$ cat src/rtl/core/bsfr_pkg.sv
`timescale 1ns / 1ps
`default_nettype none
// ----------------------------------------------------------------------------
// bsfr_pkg: shared types and constants
// Byte classes, result kinds, register indexes and the queue word format
// for the byte-stuffed frame receiver.
// ----------------------------------------------------------------------------
package bsfr_pkg;

  localparam int unsigned BYTE_W   = 8;
  localparam int unsigned POS_W    = 11;
  localparam int unsigned KIND_W   = 2;
  localparam int unsigned CFG_IDX_W = 2;
  localparam int unsigned OUT_DATA_W = 24;

  localparam logic [BYTE_W-1:0] ESC_FLIP = 8'h20;

  localparam logic [BYTE_W-1:0] START_RESET  = 8'h5E;
  localparam logic [BYTE_W-1:0] END_RESET    = 8'h5F;
  localparam logic [BYTE_W-1:0] ESCAPE_RESET = 8'h5D;

  localparam logic [CFG_IDX_W-1:0] REG_START  = 2'd0;
  localparam logic [CFG_IDX_W-1:0] REG_END    = 2'd1;
  localparam logic [CFG_IDX_W-1:0] REG_ESCAPE = 2'd2;

  localparam logic [KIND_W-1:0] KIND_PAYLOAD = 2'd0;
  localparam logic [KIND_W-1:0] KIND_DONE    = 2'd1;
  localparam logic [KIND_W-1:0] KIND_ABORT   = 2'd2;

  typedef enum logic [1:0] {
    CLS_START,
    CLS_END,
    CLS_ESC,
    CLS_DATA
  } cls_t;

  typedef struct packed {
    cls_t              cls;
    logic [BYTE_W-1:0] data;
  } item_t;

  typedef struct packed {
    logic [BYTE_W-1:0] start_marker;
    logic [BYTE_W-1:0] end_marker;
    logic [BYTE_W-1:0] escape_marker;
  } markers_t;

endpackage : bsfr_pkg
`default_nettype wire

$ cat src/rtl/core/bsfr_classify.sv
`timescale 1ns / 1ps
`default_nettype none
// ----------------------------------------------------------------------------
// bsfr_classify: front end
// Sorts each received byte into start, end, escape or data by the marker
// registers, in that order of precedence.
// ----------------------------------------------------------------------------
module bsfr_classify (
  input  wire logic [bsfr_pkg::BYTE_W-1:0] rx_byte,
  input  wire bsfr_pkg::markers_t          markers,
  output bsfr_pkg::item_t                  item
);
  import bsfr_pkg::*;

  always_comb begin
    item.data = rx_byte;
    if (rx_byte == markers.start_marker) begin
      item.cls = CLS_START;
    end else if (rx_byte == markers.end_marker) begin
      item.cls = CLS_END;
    end else if (rx_byte == markers.escape_marker) begin
      item.cls = CLS_ESC;
    end else begin
      item.cls = CLS_DATA;
    end
  end

endmodule : bsfr_classify
`default_nettype wire

$ cat src/rtl/core/bsfr_fifo.sv
`timescale 1ns / 1ps
`default_nettype none
// ----------------------------------------------------------------------------
// bsfr_fifo: two-entry queue
// Holds classified words between the front end and the frame engine.
// ----------------------------------------------------------------------------
module bsfr_fifo (
  input  wire logic            clk,
  input  wire logic            rst_n,
  input  wire logic            push,
  input  wire bsfr_pkg::item_t push_item,
  output logic                 full,
  input  wire logic            pop,
  output bsfr_pkg::item_t      pop_item,
  output logic                 empty
);
  import bsfr_pkg::*;

  item_t       mem_r [2];
  logic        wr_ptr_r, wr_ptr_nxt;
  logic        rd_ptr_r, rd_ptr_nxt;
  logic [1:0]  count_r, count_nxt;
  logic        do_push, do_pop;

  assign full     = (count_r == 2'd2);
  assign empty    = (count_r == 2'd0);
  assign do_push  = push && !full;
  assign do_pop   = pop && !empty;
  assign pop_item = mem_r[rd_ptr_r];

  always_comb begin
    wr_ptr_nxt = do_push ? ~wr_ptr_r : wr_ptr_r;
    rd_ptr_nxt = do_pop ? ~rd_ptr_r : rd_ptr_r;
    count_nxt  = count_r;
    if (do_push && !do_pop) begin
      count_nxt = count_r + 2'd1;
    end else if (do_pop && !do_push) begin
      count_nxt = count_r - 2'd1;
    end
  end

  always_ff @(posedge clk) begin
    if (!rst_n) begin
      wr_ptr_r <= 1'b0;
      rd_ptr_r <= 1'b0;
      count_r  <= 2'd0;
    end else begin
      wr_ptr_r <= wr_ptr_nxt;
      rd_ptr_r <= rd_ptr_nxt;
      count_r  <= count_nxt;
    end
  end

  always_ff @(posedge clk) begin
    if (do_push) begin
      mem_r[wr_ptr_r] <= push_item;
    end
  end

endmodule : bsfr_fifo
`default_nettype wire

$ cat src/rtl/core/bsfr_engine.sv
`timescale 1ns / 1ps
`default_nettype none
// ----------------------------------------------------------------------------
// bsfr_engine: frame engine
// Tracks frame, escape and byte count, unescapes data and drives the
// registered result word.
// ----------------------------------------------------------------------------
module bsfr_engine #(
  parameter int unsigned MAX_FRAME_BYTES = 1024
) (
  input  wire logic                        clk,
  input  wire logic                        rst_n,
  input  wire logic                        q_empty,
  input  wire bsfr_pkg::item_t             q_item,
  output logic                             q_pop,
  output logic                             res_valid,
  input  wire logic                        res_ready,
  output logic [bsfr_pkg::KIND_W-1:0]      res_kind,
  output logic [bsfr_pkg::BYTE_W-1:0]      res_payload,
  output logic [bsfr_pkg::POS_W-1:0]       res_position
);
  import bsfr_pkg::*;

  localparam int unsigned CNT_W = $clog2(MAX_FRAME_BYTES + 1);
  localparam logic [CNT_W-1:0] MAX_CNT = CNT_W'(MAX_FRAME_BYTES);

  logic               in_frame_r, in_frame_nxt;
  logic               esc_r, esc_nxt;
  logic [CNT_W-1:0]   cnt_r, cnt_nxt;
  logic               valid_r, valid_nxt;
  logic [KIND_W-1:0]  kind_r, kind_nxt;
  logic [BYTE_W-1:0]  payload_r, payload_nxt;
  logic [POS_W-1:0]   pos_r, pos_nxt;
  logic               emit;
  logic [CNT_W+POS_W-1:0] cnt_wide;
  logic [BYTE_W-1:0]  data_byte;

  assign q_pop    = !q_empty && (!valid_r || res_ready);
  assign cnt_wide = {{POS_W{1'b0}}, cnt_r};
  assign data_byte = esc_r ? (q_item.data ^ ESC_FLIP) : q_item.data;

  always_comb begin
    in_frame_nxt = in_frame_r;
    esc_nxt      = esc_r;
    cnt_nxt      = cnt_r;
    emit         = 1'b0;
    kind_nxt     = kind_r;
    payload_nxt  = payload_r;
    pos_nxt      = pos_r;
    if (q_pop) begin
      if (q_item.cls == CLS_START) begin
        in_frame_nxt = 1'b1;
        esc_nxt      = 1'b0;
        cnt_nxt      = '0;
      end else if (in_frame_r) begin
        case (q_item.cls)
          CLS_END: begin
            emit         = 1'b1;
            kind_nxt     = KIND_DONE;
            payload_nxt  = '0;
            pos_nxt      = cnt_wide[POS_W-1:0];
            in_frame_nxt = 1'b0;
            esc_nxt      = 1'b0;
            cnt_nxt      = '0;
          end
          CLS_ESC: begin
            if (esc_r) begin
              emit         = 1'b1;
              kind_nxt     = KIND_ABORT;
              payload_nxt  = '0;
              pos_nxt      = '0;
              in_frame_nxt = 1'b0;
              esc_nxt      = 1'b0;
              cnt_nxt      = '0;
            end else begin
              esc_nxt = 1'b1;
            end
          end
          CLS_DATA: begin
            emit    = 1'b1;
            esc_nxt = 1'b0;
            if (cnt_r == MAX_CNT) begin
              kind_nxt     = KIND_ABORT;
              payload_nxt  = '0;
              pos_nxt      = '0;
              in_frame_nxt = 1'b0;
              cnt_nxt      = '0;
            end else begin
              kind_nxt    = KIND_PAYLOAD;
              payload_nxt = data_byte;
              pos_nxt     = cnt_wide[POS_W-1:0];
              cnt_nxt     = cnt_r + CNT_W'(1);
            end
          end
          default: begin
            emit = 1'b0;
          end
        endcase
      end
    end
    if (emit) begin
      valid_nxt = 1'b1;
    end else if (res_ready) begin
      valid_nxt = 1'b0;
    end else begin
      valid_nxt = valid_r;
    end
  end

  always_ff @(posedge clk) begin
    if (!rst_n) begin
      in_frame_r <= 1'b0;
      esc_r      <= 1'b0;
      cnt_r      <= '0;
      valid_r    <= 1'b0;
    end else begin
      in_frame_r <= in_frame_nxt;
      esc_r      <= esc_nxt;
      cnt_r      <= cnt_nxt;
      valid_r    <= valid_nxt;
    end
  end

  always_ff @(posedge clk) begin
    kind_r    <= kind_nxt;
    payload_r <= payload_nxt;
    pos_r     <= pos_nxt;
  end

  assign res_valid    = valid_r;
  assign res_kind     = kind_r;
  assign res_payload  = payload_r;
  assign res_position = pos_r;

endmodule : bsfr_engine
`default_nettype wire

$ cat src/rtl/core/byte_stuffed_frame_receiver_top.sv
`timescale 1ns / 1ps
`default_nettype none
// ----------------------------------------------------------------------------
// byte_stuffed_frame_receiver_top: byte-stuffed frame receiver
// Deframes a raw byte stream with start, end and escape markers.
// ----------------------------------------------------------------------------
// Takes one byte per cycle while the queue is not full; a word that yields
// a result waits in the queue, then the frame engine registers the result
// and drives the output from that register, held while the output stalls.
// The frame engine retires one queued word per cycle while the output side
// keeps taking words. Results: payload bytes with their index, frame done
// with its length, or frame aborted on a double escape or a frame longer
// than MAX_FRAME_BYTES. Marker registers must be written through the cfg
// port only while no word is in flight; the block does not enforce this.
module byte_stuffed_frame_receiver_top #(
  parameter int unsigned MAX_FRAME_BYTES = 1024
) (
  input  wire logic                                clk,
  input  wire logic                                rst_n,
  input  wire logic                                cfg_we,
  input  wire logic [bsfr_pkg::CFG_IDX_W-1:0]      cfg_index,
  input  wire logic [bsfr_pkg::BYTE_W-1:0]         cfg_wdata,
  input  wire logic                                in_tvalid,
  output logic                                     in_tready,
  input  wire logic [bsfr_pkg::BYTE_W-1:0]         in_tdata,   // rx_byte[7:0]
  output logic                                     out_tvalid,
  input  wire logic                                out_tready,
  output logic [bsfr_pkg::OUT_DATA_W-1:0]          out_tdata,  // payload[7:0], position[18:8]
  output logic [bsfr_pkg::KIND_W-1:0]              out_tuser   // kind[1:0]
);
  import bsfr_pkg::*;

  markers_t          markers_r, markers_nxt;
  item_t             cls_item;
  item_t             q_item;
  logic              q_full, q_empty, q_pop;
  logic [BYTE_W-1:0] res_payload;
  logic [POS_W-1:0]  res_position;

  always_comb begin
    markers_nxt = markers_r;
    if (cfg_we) begin
      case (cfg_index)
        REG_START:  markers_nxt.start_marker  = cfg_wdata;
        REG_END:    markers_nxt.end_marker    = cfg_wdata;
        REG_ESCAPE: markers_nxt.escape_marker = cfg_wdata;
        default:    markers_nxt = markers_r;
      endcase
    end
  end

  always_ff @(posedge clk) begin
    if (!rst_n) begin
      markers_r.start_marker  <= START_RESET;
      markers_r.end_marker    <= END_RESET;
      markers_r.escape_marker <= ESCAPE_RESET;
    end else begin
      markers_r <= markers_nxt;
    end
  end

  bsfr_classify u_classify (
    .rx_byte (in_tdata),
    .markers (markers_r),
    .item    (cls_item)
  );

  assign in_tready = !q_full;

  bsfr_fifo u_fifo (
    .clk       (clk),
    .rst_n     (rst_n),
    .push      (in_tvalid),
    .push_item (cls_item),
    .full      (q_full),
    .pop       (q_pop),
    .pop_item  (q_item),
    .empty     (q_empty)
  );

  bsfr_engine #(
    .MAX_FRAME_BYTES (MAX_FRAME_BYTES)
  ) u_engine (
    .clk          (clk),
    .rst_n        (rst_n),
    .q_empty      (q_empty),
    .q_item       (q_item),
    .q_pop        (q_pop),
    .res_valid    (out_tvalid),
    .res_ready    (out_tready),
    .res_kind     (out_tuser),
    .res_payload  (res_payload),
    .res_position (res_position)
  );

  assign out_tdata = {{(OUT_DATA_W - POS_W - BYTE_W){1'b0}}, res_position, res_payload};

  a_kind_legal: assert property (@(posedge clk) disable iff (!rst_n)
    out_tvalid |-> (out_tuser == KIND_PAYLOAD || out_tuser == KIND_DONE ||
                    out_tuser == KIND_ABORT))
    else $error("illegal result kind");

  a_abort_zero: assert property (@(posedge clk) disable iff (!rst_n)
    (out_tvalid && out_tuser == KIND_ABORT) |-> (out_tdata == '0))
    else $error("abort word carries data");

  a_done_no_payload: assert property (@(posedge clk) disable iff (!rst_n)
    (out_tvalid && out_tuser == KIND_DONE) |-> (out_tdata[BYTE_W-1:0] == '0))
    else $error("done word carries a payload byte");

  a_pop_has_room: assert property (@(posedge clk) disable iff (!rst_n)
    (q_pop && out_tvalid) |-> out_tready)
    else $error("queue popped into a stalled output");

endmodule : byte_stuffed_frame_receiver_top
`default_nettype wire
$ cat config.mk
export PLATFORM = sky130hd
export DESIGN_NAME = byte_stuffed_frame_receiver_top
export DESIGN_NICKNAME = d
export VERILOG_FILES = /design/src/rtl/core/bsfr_pkg.sv /design/src/rtl/core/bsfr_classify.sv /design/src/rtl/core/bsfr_fifo.sv /design/src/rtl/core/bsfr_engine.sv /design/src/rtl/core/byte_stuffed_frame_receiver_top.sv
export SDC_FILE = /design/constraint.sdc
export NUM_CORES = 1
export LEC_CHECK = 0
export ABC_AREA = 1
export ABC_CLOCK_PERIOD_IN_PS = 3000
export BUFFER_PORTS_ARGS = -buffer_cell sky130_fd_sc_hd__buf_2
export CORE_UTILIZATION = 45
export CTS_CLUSTER_DIAMETER = 200
export CTS_CLUSTER_SIZE = 40
export DETAILED_ROUTE_END_ITERATION = 6
export GPL_ROUTABILITY_DRIVEN = 0
export PLACE_DENSITY = 0.69
export SLEW_MARGIN = 20
export SYNTH_ARGS = -nofsm -noshare
export SYNTH_HDL_FRONTEND = slang
export SYNTH_SLANG_ARGS = --single-unit
$ cat constraint.sdc
create_clock -name clk -period 3 [get_ports clk]
set_input_delay 0.3 -clock clk [delete_from_list [all_inputs] [get_ports clk]]
set_output_delay 0.3 -clock clk [all_outputs]
set_load 0.02 [all_outputs]
==> results_dict.tcl, run 1 <==
set metrics [dict create \
    routed_via_density 4.90 \
    grt_overflow 0 \
    p_switching_uw 894 \
    fmax_mhz 406 \
    synth_area_mm2 0.00380 \
    vias 2865 \
    relSlewSlack_pct 41.3 \
    wl_met3_um 485 \
    drc 0 \
    drtAntennaViolNets 0 \
    cp.arrival_ps 2500 \
    cts_hold_buf 0 \
    layout-drive-gt1-share_pct 20.6 \
    worst_pin_slew_ps 877 \
    clk_pin_slew_ps 100 \
    tns_ps 0 \
    grt_pass1_wl_um 12100 \
    cts-resized-gates 0 \
    row_count 33 \
    finalHoldViolCount 0 \
    r2r_end "u_engine.res_position[8]" \
    vdd_drop_max_uv 273 \
    swShare_pct 33.0 \
    first_pass_iters 4 \
    drt_iter0_drc 168 \
    crit_fanout 21 \
    wl_met2_um 3290 \
    setup_violations 0 \
    cp-endpoint "u_engine.res_position[8]" \
    cts.sinks 84 \
    fill_cells 755 \
    initial_utilization_pct 46.5 \
    synth_top_area_share_pct 32.4 \
    report.final.slew_viol_count 0 \
    pwr-share-seq_pct 50.2 \
    ys_top_cells_by_area "edfxtp_1 (32%), dfxtp_1 (23%), nand2_1 (10%)" \
    dp_hpwl_um 5250 \
    postCtsSetupBuffers 0 \
    ioPinCount 51 \
    hold_class "input pin to flip-flop" \
    synth-simple-area-share_pct 25.4 \
    synth.largest_area_cell "edfxtp_1" \
    end_kind "flip-flop" \
    finClkSkew_ps 13.0 \
    total_leakage_power_nw 1.78 \
    die-area_mm2 0.00882 \
    comb_power_share_pct 21.3 \
    worstPathRequired_ps 3040 \
    regToRegSetupSlack_ps 540 \
    core_mm2 0.00818 \
    highest_layer "met4" \
    cts_buffers 9 \
    power.internal_mw 1.81 \
    track_usage_pct 18.0 \
    wl_met1_um 3350 \
    synth.distinct_cells 30 \
    synth_compound_area_share_pct 6.68 \
    die_y_um 93.9 \
    antenna_found_initial 0 \
    grt_max_degree 34 \
    nNetsFinal 505 \
    synthAdderAreaFrac_pct 2.30 \
    synthMuxAreaShare_pct 0 \
    wl_um 7230 \
    worst-r2r-cell-count 9 \
    rsz0062_at_grt "no" \
    final.period_utilization_pct 82.0 \
    start_kind "flip-flop" \
    cts_tree "yes" \
    cts_htree_levels 3 \
    setup.worst_path.class "flip-flop to flip-flop" \
    p_per_area_mw_per_mm2 627 \
    area_growth_pct 13.8 \
    port_buffers 45 \
    clk-insertion-delay-late_ps 360 \
    ys_ff_latch 84 \
    syn_inst 423 \
    maxCapViolCount 0 \
    n_antenna_cell 0 \
    syn_area_per_cell_um2 8.98 \
    dieWidth_um 93.9 \
    yosysSeqAreaShare_pct 55.1 \
    grt_pass1_vias 2602 \
    outcome "completed" \
    wire_per_inst_um 12.4 \
    clk_path_buf_depth 2 \
    p_clk_share_pct 28.5 \
    min_period_ps 2460 \
    synth_top_family_by_area "simple AND/OR/NAND/NOR gates" \
    cts_root_buffer "clkbuf_8" \
    synth_xor_area_share_pct 5.53 \
    p_total_mw 2.71 \
    ys_warn_count 0 \
]
## how the worst min path moves through the flow
stage / start / endpoint / cells past startpoint
2_1_floorplan: in_tdata[0] / u_fifo.mem_r[0][0] / 0
3_3_place_gp: u_fifo.rd_ptr_r / u_fifo.rd_ptr_r / 1
3_5_place_dp: u_fifo.rd_ptr_r / u_fifo.rd_ptr_r / 1
4_1_cts: cfg_wdata[2] / markers_r[2] / 3
5_1_grt: cfg_wdata[1] / markers_r[9] / 3
6_report: cfg_wdata[3] / markers_r[11] / 3
## sequential cells by signal (all words and copies together), names as in the netlist, named ones only
| name | count |
|---|---|
| u_engine.esc_r | 1 |
| u_fifo.mem_r | 20 |
| markers_r | 24 |
| u_engine.res_payload | 8 |
| u_fifo.rd_ptr_r | 1 |
| u_fifo.wr_ptr_r | 1 |
| u_engine.res_kind | 2 |
| u_engine.res_position | 11 |
| u_engine.cnt_r | 11 |
| u_engine.res_valid | 1 |
| u_fifo.count_r | 2 |
| u_engine.in_frame_r | 1 |
## critical path: stages (launching register included)
cell	delay, ps
dfxtp_1	570
inv_2	150
or2_2	300
o21ai_1	140
inv_1	100
ha_1	260
nand2_4	110
nand2_1	70
nor3_2	160
buf_4	290
## cell families after synthesis
family / count (synthesis)
fa+ha+maj: 7
compound gates: 48
buf+inv: 45
other cells: 1
flops: 84
xor+xnor: 24
simple gates: 214
## layout make-up
| cell class | instances | area, um2 | area share, % |
|---|---|---|---|
| sequential | 84 | 2090 | 48.4 |
| multi-input combinational | 298 | 1540 | 35.6 |
| timing repair buffer | 46 | 233 | 5.38 |
| inverter | 36 | 135 | 3.13 |
| tap | 105 | 131 | 3.04 |
| clock buffer | 9 | 124 | 2.87 |
| clock inverter | 7 | 68.8 | 1.59 |
## per-layer routing
| layer | global-route usage (%) | vias up |
|---|---|---|
| met5 | 0 | - |
| met4 | 8.97 | 0 |
| met3 | 3.64 | 8 |
| met2 | 26.5 | 86 |
| met1 | 25.1 | 1295 |
| li1 | - | 1476 |
## synthesized netlist by cell type
master / n
nand3_2: 2
dfxtp_1: 43
edfxtp_1: 41
xor2_1: 4
o21a_1: 1
ha_1: 7
clkbuf_1: 3
o21ai_0: 14
conb_1: 1
o21ai_2: 1
nor3_4: 1
inv_2: 11
buf_4: 5
buf_2: 1
xnor2_1: 20
nor3_2: 1
nand2_4: 4
or2_2: 1
inv_1: 25
nand2_2: 4
nor2_4: 3
nor3_1: 3
nand2_1: 106
nand3_1: 26
nor2_1: 52
nand4_1: 5
o21ai_1: 7
nor2_2: 6
a21oi_1: 23
a21oi_2: 2
## cell usage in the layout, fill, tap and decap left out, drive strengths merged, types with 4 or more instances in the layout
master,n
a21oi,25
buf,46
clkbuf,9
conb,5
dfxtp,43
edfxtp,41
ha,7
inv,39
nand2,114
nand3,28
nand4,5
nor2,61
nor3,5
o21ai,22
xnor2,20
xor2,4
## metrics by stage
| step | setup WS, ps | hold slack, ps | cell area [um2] | util (%) | std cells |
|---|---|---|---|---|---|
| final | 539 | 169 | 4320 | 52.9 | 585 |
| after CTS | 526 | 155 | 4320 | 52.9 | 585 |
| after floorplan | 425 | 399 | 3820 | - | 427 |
| after global placement | 661 | 438 | 4130 | 50.5 | 569 |
| after detailed placement | 588 | 444 | 4130 | 50.5 | 569 |
| after global routing | 316 | 167 | 4320 | 52.9 | 585 |
## power by group through the flow
stage          clock (mW)  combinational [mW]  sequential [mW]
3_5_place_dp            0               0.575             1.38
5_1_grt             0.836               0.661             1.37
3_3_place_gp            0               0.563             1.38
2_1_floorplan           0               0.470             1.36
4_1_cts             0.792               0.581             1.36
6_report            0.771               0.578             1.36
Power figures use the tool's default switching activity.
==> inputs of run 2 (changes only) <==
--- a/config.mk
+++ b/config.mk
@@ -6,7 +6,7 @@
 export NUM_CORES = 1
 export LEC_CHECK = 0
 export ABC_AREA = 1
-export ABC_CLOCK_PERIOD_IN_PS = 3000
+export ABC_CLOCK_PERIOD_IN_PS = 2100
 export BUFFER_PORTS_ARGS = -buffer_cell sky130_fd_sc_hd__buf_2
 export CORE_UTILIZATION = 45
 export CTS_CLUSTER_DIAMETER = 200
==> constraint.sdc (replaced) <==
create_clock -name clk -period 2.1 [get_ports clk]
set_input_delay 0.21 -clock clk [delete_from_list [all_inputs] [get_ports clk]]
set_output_delay 0.21 -clock clk [all_outputs]
set_load 0.02 [all_outputs]
==> run 2 against run 1 <==
- the flow now finishes with violations (design-rule violations)
- non-clock buffer count is 4 higher
- global-route usage fell by 0.14 points
- via count about the same
- highest routed layer unchanged
- sequential cell count unchanged
- total power up 45%
- critical endpoint is now u_engine.res_payload[7]
- critical path depth is 2 lower
- largest power group unchanged
- sequential power increased by 41%
- sequential share of layout area decreased by 0.74 points
- count of clock-buffer cells in the layout stayed put
- clock skew about the same
- core utilization rose by 0.83 points
- combinational power up 59%
==> results_dict.tcl, run 2 (synthesized netlist as in run 1, its figures left out) <==
set metrics [dict create \
    outcome "finished, violations left" \
    violations "design-rule violations" \
    grt_pass1_wl_um 11900 \
    min-delay-start "cfg_wdata[4]" \
    antenna_found_initial 0 \
    postCtsSetupBuffers 0 \
    nNetsFinal 509 \
    clk_path_buf_depth 2 \
    setup.worst_path.class "flip-flop to flip-flop" \
    holdWs_ps 87.2 \
    core_mm2 0.00818 \
    ioPinCount 51 \
    rsz0062_at_grt "no" \
    cp_slowest_stage_delay_ps 340 \
    clk_pin_slew_ps 90 \
    dp_hpwl_um 5370 \
    cts_tree "yes" \
    finClkSkew_ps 13.3 \
    path_cells "buf_4 > o21a_2 > ha_2 > inv_1 > nand2_2 > nor3_4 > buf_12" \
    tns_ps 0 \
    layout_commonest_cell "nand2_1" \
    path_buf_inv 3 \
    drc 2 \
    cts_buffers 9 \
    maxCapViolCount 0 \
    start_kind "flip-flop" \
    p_per_area_mw_per_mm2 896 \
    grt_overflow 0 \
    cts_root_buffer "clkbuf_8" \
    multiInputGateArea_mm2 0.00157 \
    worstPathRequired_ps 2170 \
    cp.arrival_ps 1940 \
    final.period_utilization_pct 89.2 \
    crit_fanout 21 \
    largest_register_ffs 24 \
    relSlewSlack_pct 60.9 \
    row_count 33 \
    vdd_drop_max_uv 425 \
    first_pass_iters 6 \
    drt_iter0_drc 186 \
    crit_family "buffers and inverters" \
    cts_hold_buf 0 \
    die_y_um 93.9 \
    port_buffers 45 \
    grt_max_degree 34 \
    worst_pin_slew_ps 587 \
    cts_htree_levels 3 \
    total_leakage_power_nw 1.80 \
    hold_class "input pin to flip-flop" \
    finalHoldViolCount 0 \
    n_antenna_cell 0 \
    vias 2867 \
    grt_most_used_layer "met2" \
    drtAntennaViolNets 0 \
    clk-insertion-delay-late_ps 350 \
    end_kind "flip-flop" \
    cts-resized-gates 0 \
    setup_violations 0 \
    grt_pass1_vias 2522 \
    fin_cells 589 \
    largest_register "markers_r" \
    dieWidth_um 93.9 \
    die-area_mm2 0.00882 \
    track_usage_pct 17.9 \
    final_cell_mix "nand2_1 (105), nor2_1 (52), buf_2 (45)" \
    final_util_pct 53.7 \
    use_met2_pct 26.4 \
    fill_cells 757 \
    wl_um 7290 \
    seq_area_mm2 0.00209 \
    cts.sinks 84 \
    layout-drive-gt1-share_pct 22.5 \
    wire_per_inst_um 12.4 \
    initial_utilization_pct 46.5 \
    dp.cells 573 \
    report.final.slew_viol_count 0 \
    reg.largest.list "markers_r: 24 flops, u_fifo.mem_r: 20 flops" \
    routed_via_density 4.87 \
    met3_usage_pct 4.53 \
    min_period_ps 1870 \
    fmax_mhz 534 \
    cpMaxStageDelayCell "dfxtp_1" \
    area_growth_pct 15.5 \
    met1_usage_pct 25.3 \
]
[run 2: cell types whose count changed in the layout (fill, tap and decap cells not counted), sizes merged]
cell	before	now
buf	46	50
clkinv	2	0
clkinvlp	2	3
inv	39	40
[run 2: path summary, 6_finish.rpt]
kind                              to  slack, ps  cells past startpoint
max          u_engine.res_payload[7]        230                      7
min                     markers_r[4]         90                      3
max reg2reg  u_engine.res_payload[7]        230                      7
min reg2reg                flip-flop        460                      1
[run 2: per-stage QoR]
stage	area [um2]	setup slack (ps)	total power, mW
final	4390	226	3.94
after CTS	4390	220	3.96
after detailed placement	4200	232	2.88
after floorplan	3850	14.6	2.65
after global placement	4200	284	2.85
after global routing	4390	88.8	4.15
[run 2: tightest hold or removal path: stages]
cell	delay [ps]
buf_2	100
nand2_1	50
nand3_1	50
[run 2: final cells by class]
class	count	area share, %
clock inverter	7	1.48
timing repair buffer	50	6.27
tap	105	2.99
inverter	36	3.08
clock buffer	9	2.82
sequential	84	47.6
multi-input combinational	298	35.7
[run 2: where the power goes]
| part | internal [mW] | leakage, nW | switching (mW) |
|---|---|---|---|
| logic | 0.313 | 0.988 | 0.608 |
| clock network | 0.458 | 0.0878 | 0.637 |
| registers | 1.87 | 0.723 | 0.0529 |
| total | 2.64 | 1.80 | 1.30 |
[run 2: metal layers]
metal  up-vias  share of wire [%]  wire length, um
li1       1476                  -                -
met1      1320                 48             3500
met2        66                 46             3350
met3         5                5.3              385
met4         0               0.84               61
met5         -                  0                0
==> inputs of run 3 (changes only) <==
--- a/config.mk
+++ b/config.mk
@@ -8,12 +8,15 @@
 export ABC_AREA = 1
 export ABC_CLOCK_PERIOD_IN_PS = 2100
 export BUFFER_PORTS_ARGS = -buffer_cell sky130_fd_sc_hd__buf_2
-export CORE_UTILIZATION = 45
+export CELL_PAD_IN_SITES_DETAIL_PLACEMENT = 1
+export CELL_PAD_IN_SITES_GLOBAL_PLACEMENT = 1
+export CORE_UTILIZATION = 39
+export CTS_BUF_LIST = sky130_fd_sc_hd__clkbuf_16
 export CTS_CLUSTER_DIAMETER = 200
 export CTS_CLUSTER_SIZE = 40
 export DETAILED_ROUTE_END_ITERATION = 6
 export GPL_ROUTABILITY_DRIVEN = 0
-export PLACE_DENSITY = 0.69
+export PLACE_DENSITY = 0.77
 export SLEW_MARGIN = 20
 export SYNTH_ARGS = -nofsm -noshare
 export SYNTH_HDL_FRONTEND = slang
==> run 3 against run 2 <==
- the run now ends clean
- sequential power barely moved
- sequential cell count did not move
- first-iteration DRC count is 34% lower
- critical endpoint is now u_engine.res_position[7]
- hold slack gained 16 ps
- die area rose by 15%
- clock power up 45%
==> results_dict.tcl, run 3 (synthesized netlist as in run 1, its figures left out) <==
set metrics [dict create \
    cp.arrival_ps 1990 \
    routed_via_density 4.80 \
    die_y_um 101 \
    swShare_pct 30.9 \
    layout-drive-gt1-share_pct 22.7 \
    row_count 35 \
    setup.worst_path.class "flip-flop to flip-flop" \
    worst_pin_slew_ps 619 \
    wire_per_inst_um 14.7 \
    setup_violations 0 \
    vias 2945 \
    min_period_ps 1940 \
    grt_pass1_vias 2979 \
    p_switching_mw 1.39 \
    regToRegSetupSlack_ps 160 \
    fin_area_mm2 0.00454 \
    largest_register_ffs 24 \
    worst-r2r-cell-count 7 \
    p_per_area_mw_per_mm2 993 \
    multiInputGateArea_mm2 0.00157 \
    cts_tree "yes" \
    cts.sinks 84 \
    final_cell_mix "nand2_1 (105), nor2_1 (52), buf_2 (45)" \
    postPlaceCellArea_mm2 0.00423 \
    layout_commonest_cell "nand2_1" \
    final.period_utilization_pct 92.3 \
    pwr-share-seq_pct 42.9 \
    fmax_mhz 516 \
    postCtsSetupBuffers 0 \
    worstPathRequired_ps 2150 \
    grt_pass1_wl_um 14800 \
    outcome "completed" \
    track_usage_pct 19.3 \
    nNetsFinal 510 \
    clk_path_buf_depth 2 \
    clk-insertion-delay-late_ps 340 \
    reg.largest.list "markers_r: 24 flops, u_fifo.mem_r: 20 flops" \
    grt_overflow 0 \
    grt_max_degree 34 \
    end_kind "flip-flop" \
    die-area_mm2 0.0101 \
    finClkSkew_ps 7.87 \
    wl_um 9050 \
    vdd_drop_max_uv 423 \
    min-delay-start "cfg_wdata[4]" \
    p_clk_share_pct 35.6 \
    clk_pin_slew_ps 60 \
    cts-resized-gates 0 \
    maxCapViolCount 0 \
    comb_power_share_pct 21.5 \
    cts_htree_levels 3 \
    crit_fanout 21 \
    rsz0062_at_grt "no" \
    core_mm2 0.00933 \
    antenna_found_initial 0 \
    hold_end "markers_r[12]" \
    cts_buffers 9 \
    largest_register "markers_r" \
    tns_ps 0 \
    report.final.slew_viol_count 0 \
    port_buffers 45 \
    ioPinCount 51 \
    initial_utilization_pct 40.7 \
    hold_class "input pin to flip-flop" \
    fill_cells 1104 \
    power.internal_mw 3.11 \
    n_antenna_cell 0 \
    seq_area_mm2 0.00209 \
    start_kind "flip-flop" \
    area_growth_pct 19.4 \
    relSlewSlack_pct 58.7 \
    dp_hpwl_um 6480 \
    dieWidth_um 101 \
    hold_depth 3 \
    drtAntennaViolNets 0 \
    total_leakage_power_nw 1.86 \
    first_pass_iters 4 \
    finalHoldViolCount 0 \
    drc 0 \
    cts_hold_buf 0 \
    cts_root_buffer "clkbuf_16" \
    drt_iter0_drc 123 \
    r2r_end "u_engine.res_position[7]" \
]
[run 3: changes by cell type in the layout (fill, tap and decap cells not counted), moves of 2 or more]
cell	delta
inv_6	+2
clkbuf_16	+9
clkbuf_8	-9
inv_8	-3
clkinvlp_4	-2
[run 3: worst max-delay path by stage]
stage	to	cells after the start	from	slack (ps)
CTS	u_engine.cnt_r[8]	11	flip-flop	90
floorplan	u_engine.res_kind[0]	8	flip-flop	10
detailed placement	u_engine.cnt_r[8]	11	flip-flop	160
global route	u_engine.cnt_r[6]	11	flip-flop	60
finish	u_engine.res_position[7]	7	flip-flop	160
global placement	u_engine.cnt_r[8]	11	flip-flop	240
[run 3: layer usage]
metal / share of wire [%] / vias to the layer above / routed length, um / track usage (%)
met5: 0 / - / 0 / 0
met4: 1.3 / 0 / 117 / 6.58
met3: 3.9 / 10 / 349 / 3.81
met2: 47 / 59 / 4250 / 31.5
met1: 48 / 1394 / 4340 / 25.6
li1: - / 1482 / - / -
[run 3: power by group through the flow]
stage          clock network [mW]  registers (mW)  logic [mW]
3_3_place_gp                    0            1.96       0.909
2_1_floorplan                   0            1.95       0.697
6_report                     1.60            1.93       0.968
5_1_grt                      1.70            1.95        1.08
4_1_cts                      1.62            1.93       0.968
3_5_place_dp                    0            1.97       0.954
[run 3: layout make-up]
type | count | area share [%]
clock buffer | 9 | 4.96
tap | 129 | 3.56
inverter | 36 | 2.98
multi-input combinational | 299 | 34.7
timing repair buffer | 50 | 6.07
clock inverter | 7 | 1.60
sequential | 84 | 46.1
[run 3: per-stage QoR]
stage               setup slack, ps  instances  util (%)  power, mW  hold WS [ps]
floorplan                      14.6        427         -       2.65           309
finish                          161        614      48.6       4.51           103
global placement                241        597      45.4       2.87           436
detailed placement              156        597      45.4       2.92           450
global route                   62.9        614      48.6       4.73           112
CTS                            91.2        613      48.6       4.52          98.6
[run 3: worst max-delay path, cell delays in order, from the launching register on]
cell	delay [ps]
dfxtp_2	350
buf_4	170
o21a_2	280
ha_2	250
inv_1	150
nand2_2	100
nor3_4	150
buf_12	190
